==> config.mk <==
export PLATFORM = sky130hd
export DESIGN_NAME = sensor_frame_receiver_unit
export DESIGN_NICKNAME = d
export VERILOG_FILES = /design/src/rtl/sfr_pkg.sv /design/src/rtl/sfr_ram.sv /design/src/rtl/sfr_front.sv /design/src/rtl/sfr_job_queue.sv /design/src/rtl/sfr_back.sv /design/src/rtl/sensor_frame_receiver_unit.sv
export SDC_FILE = /design/constraint.sdc
export NUM_CORES = 2
export LEC_CHECK = 0
export BUFFER_PORTS_ARGS = -buffer_cell sky130_fd_sc_hd__buf_2
export CAP_MARGIN = 20
export CORE_ASPECT_RATIO = 1.4
export CORE_UTILIZATION = 62
export DETAILED_ROUTE_END_ITERATION = 16
export PLACE_DENSITY = 0.8
export REMOVE_ABC_BUFFERS = 1
export SETUP_SLACK_MARGIN = 0.2
export SYNTH_ARGS = -nofsm -noshare
export SYNTH_HDL_FRONTEND = slang
export SYNTH_HIERARCHICAL = 1
export SYNTH_SLANG_ARGS = --single-unit
==> constraint.sdc <==
create_clock -name clk -period 8.3 [get_ports clk]
set_input_delay 1.245 -clock clk [delete_from_list [all_inputs] [get_ports clk]]
set_output_delay 1.245 -clock clk [all_outputs]
set_load 0.005 [all_outputs]
==> src/rtl/sfr_pkg.sv <==
// ----------------------------------------------------------------------------
// sfr_pkg
// Shared constants and types of the sensor frame receiver.
// ----------------------------------------------------------------------------
package sfr_pkg;

  localparam int PAYLOAD_BYTES = 48;
  localparam int WORDS         = PAYLOAD_BYTES / 4;
  localparam int CNT_W         = $clog2(PAYLOAD_BYTES);
  localparam int WIDX_W        = $clog2(WORDS);
  localparam int RAM_AW        = WIDX_W + 1;
  localparam int RAM_DEPTH     = 2 ** RAM_AW;
  localparam int WORD_W        = 32;
  localparam int SUM_W         = 64;
  localparam int DIFF_W        = 18;
  localparam int CFG_AW        = 4;
  localparam int CFG_DW        = 32;

  typedef enum logic [1:0] {
    REG_HEADER_FIRST,
    REG_HEADER_SECOND,
    REG_ENCODER_LIMIT,
    REG_EQUALIZE_WINDOW
  } reg_idx_t;

  typedef struct packed {
    logic [7:0]  header_first;
    logic [7:0]  header_second;
    logic [15:0] encoder_limit;
    logic [7:0]  equalize_window;
  } cfg_t;

  typedef struct packed {
    logic              bank;
    logic [WORD_W-1:0] left_raw;
    logic [WORD_W-1:0] right_raw;
  } job_t;

  typedef struct packed {
    logic              en;
    logic [RAM_AW-1:0] addr;
    logic [WORD_W-1:0] data;
  } ram_wr_t;

  typedef struct packed {
    logic full;
    logic empty;
  } q_stat_t;

endpackage

==> src/rtl/sfr_ram.sv <==
// ----------------------------------------------------------------------------
// sfr_ram
// Generic single-write, single-read RAM with registered read data.
// ----------------------------------------------------------------------------
module sfr_ram #(
  parameter int WIDTH = 32,
  parameter int DEPTH = 32
) (
  input  logic                     clk,
  input  logic                     we,
  input  logic [$clog2(DEPTH)-1:0] waddr,
  input  logic [WIDTH-1:0]         wdata,
  input  logic [$clog2(DEPTH)-1:0] raddr,
  output logic [WIDTH-1:0]         rdata
);

  logic [WIDTH-1:0] mem_r [DEPTH];

  always_ff @(posedge clk) begin
    if (we) begin
      mem_r[waddr] <= wdata;
    end
    rdata <= mem_r[raddr];
  end

endmodule

==> src/rtl/sfr_front.sv <==
// ----------------------------------------------------------------------------
// sfr_front
// Byte intake: header detection, payload capture, word assembly into the
// frame buffer and hand-off of completed frames to the job queue.
// ----------------------------------------------------------------------------
module sfr_front (
  input  logic           clk,
  input  logic           rst_n,
  input  sfr_pkg::cfg_t  cfg,
  input  logic           accept,
  input  logic [7:0]     rx_byte,
  output sfr_pkg::ram_wr_t wr,
  output logic           job_push,
  output sfr_pkg::job_t  job
);

  import sfr_pkg::*;

  logic [7:0]        hist0_r, hist1_r, hist2_r;
  logic              capturing_r;
  logic [CNT_W-1:0]  count_r;
  logic              bank_r;
  logic [23:0]       part_r;
  logic [WORD_W-1:0] left_raw_r, right_raw_r;

  logic              hdr;
  logic              cap;
  logic [CNT_W-1:0]  pos;
  logic [1:0]        lane;
  logic [CNT_W-3:0]  widx;
  logic [WORD_W-1:0] word;
  logic              done;
  logic              word_end;

  always_comb begin
    hdr      = (hist2_r == cfg.header_first) && (hist1_r == cfg.header_second);
    cap      = hdr || capturing_r;
    pos      = hdr ? '0 : count_r;
    lane     = pos[1:0];
    widx     = pos[CNT_W-1:2];
    word     = {rx_byte, part_r};
    done     = cap && (pos == CNT_W'(PAYLOAD_BYTES - 1));
    word_end = cap && (lane == 2'd3) && ({1'b0, pos} < (CNT_W + 1)'(4 * WORDS));
  end

  assign wr.en    = accept && word_end;
  assign wr.addr  = {bank_r, widx[WIDX_W-1:0]};
  assign wr.data  = word;

  assign job_push = accept && done;
  assign job      = '{bank: bank_r, left_raw: left_raw_r, right_raw: right_raw_r};

  always_ff @(posedge clk) begin
    if (!rst_n) begin
      hist0_r     <= '0;
      hist1_r     <= '0;
      hist2_r     <= '0;
      capturing_r <= 1'b0;
      count_r     <= '0;
      bank_r      <= 1'b0;
    end else if (accept) begin
      if (done) begin
        hist0_r     <= '0;
        hist1_r     <= '0;
        hist2_r     <= '0;
        capturing_r <= 1'b0;
        count_r     <= '0;
        bank_r      <= ~bank_r;
      end else begin
        hist2_r     <= hist1_r;
        hist1_r     <= hist0_r;
        hist0_r     <= rx_byte;
        capturing_r <= cap;
        count_r     <= cap ? pos + CNT_W'(1) : count_r;
      end
    end
  end

  // partial word and encoder words
  always_ff @(posedge clk) begin
    if (accept && cap) begin
      case (lane)
        2'd0: part_r[7:0]   <= rx_byte;
        2'd1: part_r[15:8]  <= rx_byte;
        2'd2: part_r[23:16] <= rx_byte;
        default: begin
          if (widx == '0) begin
            left_raw_r <= word;
          end
          if (widx == (CNT_W - 2)'(1)) begin
            right_raw_r <= word;
          end
        end
      endcase
    end
  end

endmodule

==> src/rtl/sfr_job_queue.sv <==
// ----------------------------------------------------------------------------
// sfr_job_queue
// Two-entry queue of completed frames between intake and emission.
// ----------------------------------------------------------------------------
module sfr_job_queue (
  input  logic              clk,
  input  logic              rst_n,
  input  logic              push,
  input  sfr_pkg::job_t     job_in,
  input  logic              pop,
  output sfr_pkg::job_t     head,
  output sfr_pkg::q_stat_t  stat
);

  import sfr_pkg::*;

  job_t       ent_r [2];
  logic       wp_r, rp_r;
  logic [1:0] cnt_r;

  assign head       = ent_r[rp_r];
  assign stat.full  = (cnt_r == 2'd2);
  assign stat.empty = (cnt_r == 2'd0);

  always_ff @(posedge clk) begin
    if (push) begin
      ent_r[wp_r] <= job_in;
    end
  end

  always_ff @(posedge clk) begin
    if (!rst_n) begin
      wp_r  <= 1'b0;
      rp_r  <= 1'b0;
      cnt_r <= '0;
    end else begin
      if (push) begin
        wp_r <= ~wp_r;
      end
      if (pop) begin
        rp_r <= ~rp_r;
      end
      cnt_r <= cnt_r + 2'(push) - 2'(pop);
    end
  end

endmodule

==> src/rtl/sfr_back.sv <==
// ----------------------------------------------------------------------------
// sfr_back
// Frame emission: encoder limit and equalize rules, running totals and the
// word-by-word output register.
// ----------------------------------------------------------------------------
module sfr_back (
  input  logic                         clk,
  input  logic                         rst_n,
  input  sfr_pkg::cfg_t                cfg,
  input  sfr_pkg::job_t                head,
  input  sfr_pkg::q_stat_t             stat,
  input  logic [sfr_pkg::WORD_W-1:0]   rdata,
  output logic [sfr_pkg::RAM_AW-1:0]   raddr,
  output logic                         job_pop,
  input  logic                         pop,
  output logic                         empty,
  output logic [3:0]                   word_index,
  output logic [31:0]                  word_value,
  output logic signed [63:0]           left_total,
  output logic signed [63:0]           right_total,
  output logic                         last_word
);

  import sfr_pkg::*;

  typedef enum logic [2:0] {
    S_IDLE,
    S_LIMIT,
    S_EQUAL,
    S_SUM,
    S_READ,
    S_LOAD
  } state_t;

  state_t            state_r;
  logic [WORD_W-1:0] left_r, right_r;
  logic [SUM_W-1:0]  lsum_r, rsum_r;
  logic [WIDX_W-1:0] k_r;
  logic              out_valid_r;
  logic [3:0]        idx_r;
  logic [31:0]       val_r;
  logic              last_r;
  logic [SUM_W-1:0]  ltot_r, rtot_r;

  logic                     load;
  logic                     last_k;
  logic signed [DIFF_W-1:0] diff;
  logic signed [DIFF_W-1:0] neg_win;
  logic [WORD_W-1:0]        emit_val;

  function automatic logic [WORD_W-1:0] limit_count(logic [WORD_W-1:0] c,
                                                    logic [15:0] lim);
    logic signed [WORD_W:0] cs;
    logic signed [WORD_W:0] ls;
    cs = $signed({c[WORD_W-1], c});
    ls = $signed({17'b0, lim});
    if (cs > ls || cs < -ls) begin
      return '0;
    end
    return c;
  endfunction

  always_comb begin
    load     = (state_r == S_LOAD) && (!out_valid_r || pop);
    last_k   = (k_r == WIDX_W'(WORDS - 1));
    diff     = $signed(right_r[DIFF_W-1:0]) - $signed(left_r[DIFF_W-1:0]);
    neg_win  = -$signed({{(DIFF_W - 8){1'b0}}, cfg.equalize_window});
    if (k_r == '0) begin
      emit_val = left_r;
    end else if (k_r == WIDX_W'(1)) begin
      emit_val = right_r;
    end else begin
      emit_val = rdata;
    end
  end

  assign raddr       = {head.bank, k_r};
  assign job_pop     = load && last_k;
  assign empty       = ~out_valid_r;
  assign word_index  = idx_r;
  assign word_value  = val_r;
  assign left_total  = $signed(ltot_r);
  assign right_total = $signed(rtot_r);
  assign last_word   = last_r;

  always_ff @(posedge clk) begin
    if (!rst_n) begin
      state_r     <= S_IDLE;
      out_valid_r <= 1'b0;
      lsum_r      <= '0;
      rsum_r      <= '0;
      k_r         <= '0;
    end else begin
      if (load) begin
        out_valid_r <= 1'b1;
        idx_r       <= 4'(k_r);
        val_r       <= emit_val;
        last_r      <= last_k;
        ltot_r      <= lsum_r;
        rtot_r      <= rsum_r;
      end else if (pop) begin
        out_valid_r <= 1'b0;
      end
      unique case (state_r)
        S_IDLE: begin
          if (!stat.empty) begin
            state_r <= S_LIMIT;
          end
        end
        S_LIMIT: begin
          left_r  <= limit_count(head.left_raw, cfg.encoder_limit);
          right_r <= limit_count(head.right_raw, cfg.encoder_limit);
          state_r <= S_EQUAL;
        end
        S_EQUAL: begin
          if (diff < 0 && diff > neg_win) begin
            left_r <= right_r;
          end
          state_r <= S_SUM;
        end
        S_SUM: begin
          lsum_r  <= lsum_r + {{(SUM_W - WORD_W){left_r[WORD_W-1]}}, left_r};
          rsum_r  <= rsum_r + {{(SUM_W - WORD_W){right_r[WORD_W-1]}}, right_r};
          k_r     <= '0;
          state_r <= S_READ;
        end
        S_READ: begin
          state_r <= S_LOAD;
        end
        S_LOAD: begin
          if (load) begin
            if (last_k) begin
              state_r <= S_IDLE;
            end else begin
              k_r     <= k_r + WIDX_W'(1);
              state_r <= S_READ;
            end
          end
        end
        default: state_r <= S_IDLE;
      endcase
    end
  end

endmodule

==> src/rtl/sensor_frame_receiver_unit.sv <==
// ----------------------------------------------------------------------------
// sensor_frame_receiver_unit
// Header-synchronized serial frame parser with encoder post-processing.
// ----------------------------------------------------------------------------
// Each received byte is taken while push is high and full is low. Once a
// frame of 48 payload bytes completes, its 12 words are emitted through a
// one-word output register: encoder limit, equalize and sum steps, then a
// frame buffer read and an output load per word, held while pop is low and
// a word waits. The frame buffer has two banks, so intake keeps running while
// a frame is emitted; full is high while two completed frames are queued.
module sensor_frame_receiver_unit (
  input  logic                          clk,
  input  logic                          rst_n,
  input  logic                          push,
  output logic                          full,
  input  logic [7:0]                    in_rx_byte,
  output logic                          empty,
  input  logic                          pop,
  output logic [3:0]                    out_word_index,
  output logic [31:0]                   out_word_value,
  output logic signed [63:0]            out_left_total,
  output logic signed [63:0]            out_right_total,
  output logic                          out_last_word,
  input  logic                          psel,
  input  logic                          penable,
  input  logic                          pwrite,
  input  logic [sfr_pkg::CFG_AW-1:0]    paddr,
  input  logic [sfr_pkg::CFG_DW-1:0]    pwdata,
  output logic [sfr_pkg::CFG_DW-1:0]    prdata,
  output logic                          pready
);

  import sfr_pkg::*;

  cfg_t              cfg_r;
  reg_idx_t          ridx;
  logic              cfg_we;
  logic              accept;
  ram_wr_t           wr;
  logic              job_push;
  job_t              job;
  job_t              head;
  q_stat_t           stat;
  logic              job_pop;
  logic [RAM_AW-1:0] raddr;
  logic [WORD_W-1:0] rdata;

  assign pready = 1'b1;
  assign ridx   = reg_idx_t'(paddr[3:2]);
  assign cfg_we = psel && penable && pwrite && pready;

  always_ff @(posedge clk) begin
    if (!rst_n) begin
      cfg_r.header_first    <= 8'hA5;
      cfg_r.header_second   <= 8'h5A;
      cfg_r.encoder_limit   <= 16'd220;
      cfg_r.equalize_window <= 8'd4;
    end else if (cfg_we) begin
      unique case (ridx)
        REG_HEADER_FIRST:    cfg_r.header_first    <= pwdata[7:0];
        REG_HEADER_SECOND:   cfg_r.header_second   <= pwdata[7:0];
        REG_ENCODER_LIMIT:   cfg_r.encoder_limit   <= pwdata[15:0];
        REG_EQUALIZE_WINDOW: cfg_r.equalize_window <= pwdata[7:0];
        default: ;
      endcase
    end
  end

  always_comb begin
    unique case (ridx)
      REG_HEADER_FIRST:    prdata = {24'b0, cfg_r.header_first};
      REG_HEADER_SECOND:   prdata = {24'b0, cfg_r.header_second};
      REG_ENCODER_LIMIT:   prdata = {16'b0, cfg_r.encoder_limit};
      REG_EQUALIZE_WINDOW: prdata = {24'b0, cfg_r.equalize_window};
      default:             prdata = '0;
    endcase
  end

  assign full   = stat.full;
  assign accept = push && !full;

  sfr_front u_front (
    .clk      (clk),
    .rst_n    (rst_n),
    .cfg      (cfg_r),
    .accept   (accept),
    .rx_byte  (in_rx_byte),
    .wr       (wr),
    .job_push (job_push),
    .job      (job)
  );

  sfr_ram #(
    .WIDTH (WORD_W),
    .DEPTH (RAM_DEPTH)
  ) u_frame_buf (
    .clk   (clk),
    .we    (wr.en),
    .waddr (wr.addr),
    .wdata (wr.data),
    .raddr (raddr),
    .rdata (rdata)
  );

  sfr_job_queue u_queue (
    .clk    (clk),
    .rst_n  (rst_n),
    .push   (job_push),
    .job_in (job),
    .pop    (job_pop),
    .head   (head),
    .stat   (stat)
  );

  sfr_back u_back (
    .clk         (clk),
    .rst_n       (rst_n),
    .cfg         (cfg_r),
    .head        (head),
    .stat        (stat),
    .rdata       (rdata),
    .raddr       (raddr),
    .job_pop     (job_pop),
    .pop         (pop),
    .empty       (empty),
    .word_index  (out_word_index),
    .word_value  (out_word_value),
    .left_total  (out_left_total),
    .right_total (out_right_total),
    .last_word   (out_last_word)
  );

  // last word of a frame carries the top index
  a_last_index: assert property (@(posedge clk) disable iff (!rst_n)
    !empty && out_last_word |-> out_word_index == 4'(WORDS - 1))
    else $error("last word with wrong index");

  // words of a frame leave in order
  a_index_step: assert property (@(posedge clk) disable iff (!rst_n)
    pop && !empty && !out_last_word |=>
      empty || out_word_index == $past(out_word_index) + 4'd1)
    else $error("word index out of sequence");

  // a frame cannot be queued while the queue is full
  a_no_overflow: assert property (@(posedge clk) disable iff (!rst_n)
    stat.full |-> !job_push)
    else $error("frame queue overflow");

  // reset leaves both channels idle
  a_reset_idle: assert property (@(posedge clk)
    !rst_n |=> empty && !full)
    else $error("not idle after reset");

endmodule
==> summary.txt <==
status -> complete, no violations
chip width -> 298 um
Critical Path End Type -> flip-flop
met2 wire length -> 97100 um
Starting Density -> 0.626
Die Ht -> 416 um
predominant post-synthesis flop cell -> edfxtp_1
MaxCap Viol Count -> 0
Combinational Power Share -> 0.008
worst-path fanout max -> 30
initial antenna violation count -> 4
largest net degree at the start of global routing -> 127
internal power -> 13.3 mW
layout cells sized above 1 -> 0.123
worst hold path class -> reg2reg
CTS resizes -> 0
fin worst setup slack -> 2.64 ns
wl on met1 -> 66800 um
Sw Share -> 0.194
Core ar. -> 0.121 mm^2
Clock Skew -> 0.0331 ns
Crit-path slowest cell -> nor3_1
Crit Path Class -> reg2reg
Clk Latency, worst-skew pair -> 0.80 ns
mux cell area share after synthesis -> 0.0907
Post-CTS Setup Bufs -> 0
vias per cell -> 6.25
Syn. warnings -> 6
DRC -> 0
Nets -> 6010
Pwr Density -> 196 mW/mm^2
clock root buffer -> clkbuf_16
routed len/inst -> 25.0 um
htree depth -> 4
Rows -> 151
metal3 WL -> 10800 um
ys async rst share -> 0
Reg clk slew, reported paths -> 0.07 ns
headroom to the max-slew limit -> 0.235
synth top area cells -> edfxtp_1 58%, mux2i_1 7.6%, dfxtp_1 6.5%, ha_1 4.4%, a21oi_1 2.3%
compound-gate portion of the synthesized area -> 0.0968
clock buffer depth -> 3
CTS tree -> done
final hold violations -> 0
Worst Path Buf+Inv -> 2
Detailed Route Iter0 Violations -> 3724
largest family of logic cells by synthesized area -> compound AO/OA/AOI/OAI gates
critical path's top delay family -> simple AND/OR/NAND/NOR gates
Clock Sinks -> 1716
Req. time, crit path -> 8.84 ns
Total Routing Usage GR -> 0.295
Seq/Total Area, Yosys -> 0.646
number of synthesized flops with an enable pin -> 1471
overall overflow remaining after global route -> 0
post-synth top area share -> 0.582
cts hold-fix bufs -> 0
Synth area leader -> edfxtp_1
Setup violations, final -> 0
RD Place Congestion -> 0.980
Adder-Cell Fraction of Synth Area -> 0.0453
final antenna-violating net count -> 0
Post-Synth XOR/XNOR Area -> 0.0199
fmax -> 0.177 GHz
filler instances -> 8152
simple-gate share of the synthesized area -> 0.0738
Routed WL -> 185000 um
highest routed layer -> met5
Vias -> 46380
post-DP HPWL -> 122000 um
Min Hold Slack -> 0.432 ns
Max stage delay on crit path -> 0.86 ns
worst-path cell chain -> buf_4, nor2_1, nand4_1, nor2_1, nand2_1, nor3_1, nand2_1, nor3_1, ha_1, nand4_1, nor2_1, inv_1, nor4_1, o311ai_0, nand4b_1, nand2_1, and2_1
most common cell after layout, fill and taps aside -> edfxtp_1
RSZ-0062 raised after global routing -> false
Critical Path AT -> 6.19 ns
Mapped Cells -> 5505
Leak -> 29.4 nW
most frequent cells in the layout -> 1471 x edfxtp_1, 577 x mux2i_1, 464 x nand2_1
#FFs+latches synth -> 1716
Die ar. -> 0.124 mm^2
Place WS -> 2.83 ns
Post-Syn Area -> 0.0760 mm^2
P_sw -> 3.19 mW
Port-buffer cells -> 215
synth-to-layout area growth -> 10.4%
CTS buffer count -> 154
post-synthesis cell type count -> 108
Synth Area per Inst -> 13.8 um^2
Max IR drop VDD -> 285 uV
Ports -> 251
Tmin final -> 5.66 ns
first-pass GRT wire length -> 274000 um
Tcrit/Tclk final -> 0.682
startpoint types -> flip-flop
vias in the first global route -> 46058
worst slew pin tran -> 1.15 ns
TritonRoute pass-1 iters -> 5
Final Slew Violations -> 0
clock power share -> 0.430
Reg power frac -> 0.562
## per-stage QoR
step                setup TNS, ns  area (um^2)  utilization  std cells  power, mW
floorplan                 -880.92        74400            -       5221       9.49
global placement                0        78500        0.647       7121       9.57
detailed placement              0        78600        0.648       7129       9.57
CTS                             0        83700        0.690       7412       16.5
global route                    0        83900        0.691       7420       16.9
finish                          0        83900        0.691       7420       16.5
## cell families (layout without fill, tap and decap cells)
kind of cell,after synthesis,in the layout
flops,1716,1716
simple gates,1153,1153
compound gates,1122,1122
mux,651,651
buf+inv,417,710
fa+ha+maj,273,273
xor+xnor,171,171
other cells,2,18
## state kept, by name (all words and copies together), names as in the netlist, 24 cells and up, named ones only
signal / flops
u_back/left_r: 32
u_frame_buf/mem_r: 1024
u_back/word_value: 32
u_back/right_total: 64
u_queue/ent_r: 130
u_back/right_r: 32
u_frame_buf/rdata: 32
u_back/lsum_r: 64
u_back/left_total: 64
u_front/right_raw_r: 32
u_front/left_raw_r: 32
u_back/rsum_r: 64
u_front/part_r: 24
cfg_r: 40
## worst reg2reg max path, cell delays in order (launching register included)
cell      delay, ns
dfxtp_1        0.30
buf_4          0.19
nor2_1         0.22
nand4_1        0.18
nor2_1         0.12
nand2_1        0.09
nor3_1         0.26
nand2_1        0.38
nor3_1         0.87
ha_1           0.34
nand4_1        0.12
nor2_1         0.26
inv_1          0.10
nor4_1         0.44
o311ai_0       0.32
nand4b_1       0.20
nand2_1        0.56
and2_1         0.44
## cell usage after synthesis, types with 74 or more instances
master,n
a21o_1,109
a21oi_1,352
a22o_1,123
a22oi_1,98
and2_1,74
clkbuf_1,147
dfxtp_1,245
edfxtp_1,1471
ha_1,270
inv_1,118
mux2i_1,577
nand2_1,465
nand3_1,140
nor2_1,149
nor3_1,74
o21ai_0,190
xnor2_1,99
## cell type report
class                           instances  area [um^2]  share of cell area
Antenna cell                            1         2.50           0.0000298
Clock buffer                          190         4210              0.0501
Clock inverter                         93          823             0.00982
Inverter                              118          443             0.00528
Multi-Input combinational cell       3387        25200               0.301
Sequential cell                      1716        49100               0.585
Tap cell                             1606         2010              0.0240
Timing Repair Buffer                  309         2090              0.0249
## power groups by stage
stage	Clock, mW	Combinational [mW]	Sequential, mW
CTS	7.16	0.130	9.26
finish	7.07	0.131	9.26
global placement	0	0.127	9.44
detailed placement	0	0.130	9.44
global route	7.47	0.139	9.25
floorplan	0	0.0508	9.44
## final timing paths
| check | startpoint | to | slack (ns) | depth (start not counted) |
|---|---|---|---|---|
| worst max-delay path | cfg_r[10]$_SDFFE_PN1P_ | u_back/right_r[3]$_SDFFCE_PP0P_ | 2.64 | 17 |
| worst min-delay path | u_front/left_raw_r[22]$_DFFE_PP_ | u_queue/ent_r[0][54]$_DFFE_PP_ | 0.43 | 0 |
| worst max register to register | cfg_r[10]$_SDFFE_PN1P_ | u_back/right_r[3]$_SDFFCE_PP0P_ | 2.64 | 17 |
| worst min register to register | u_front/left_raw_r[22]$_DFFE_PP_ | u_queue/ent_r[0][54]$_DFFE_PP_ | 0.43 | 0 |
## layer usage
layer	vias up	GRT usage
met4	2	0.163
met2	1889	0.533
met3	471	0.0382
li1	21227	-
met1	22791	0.337
met5	-	0
Power figures use the tool's default switching activity.
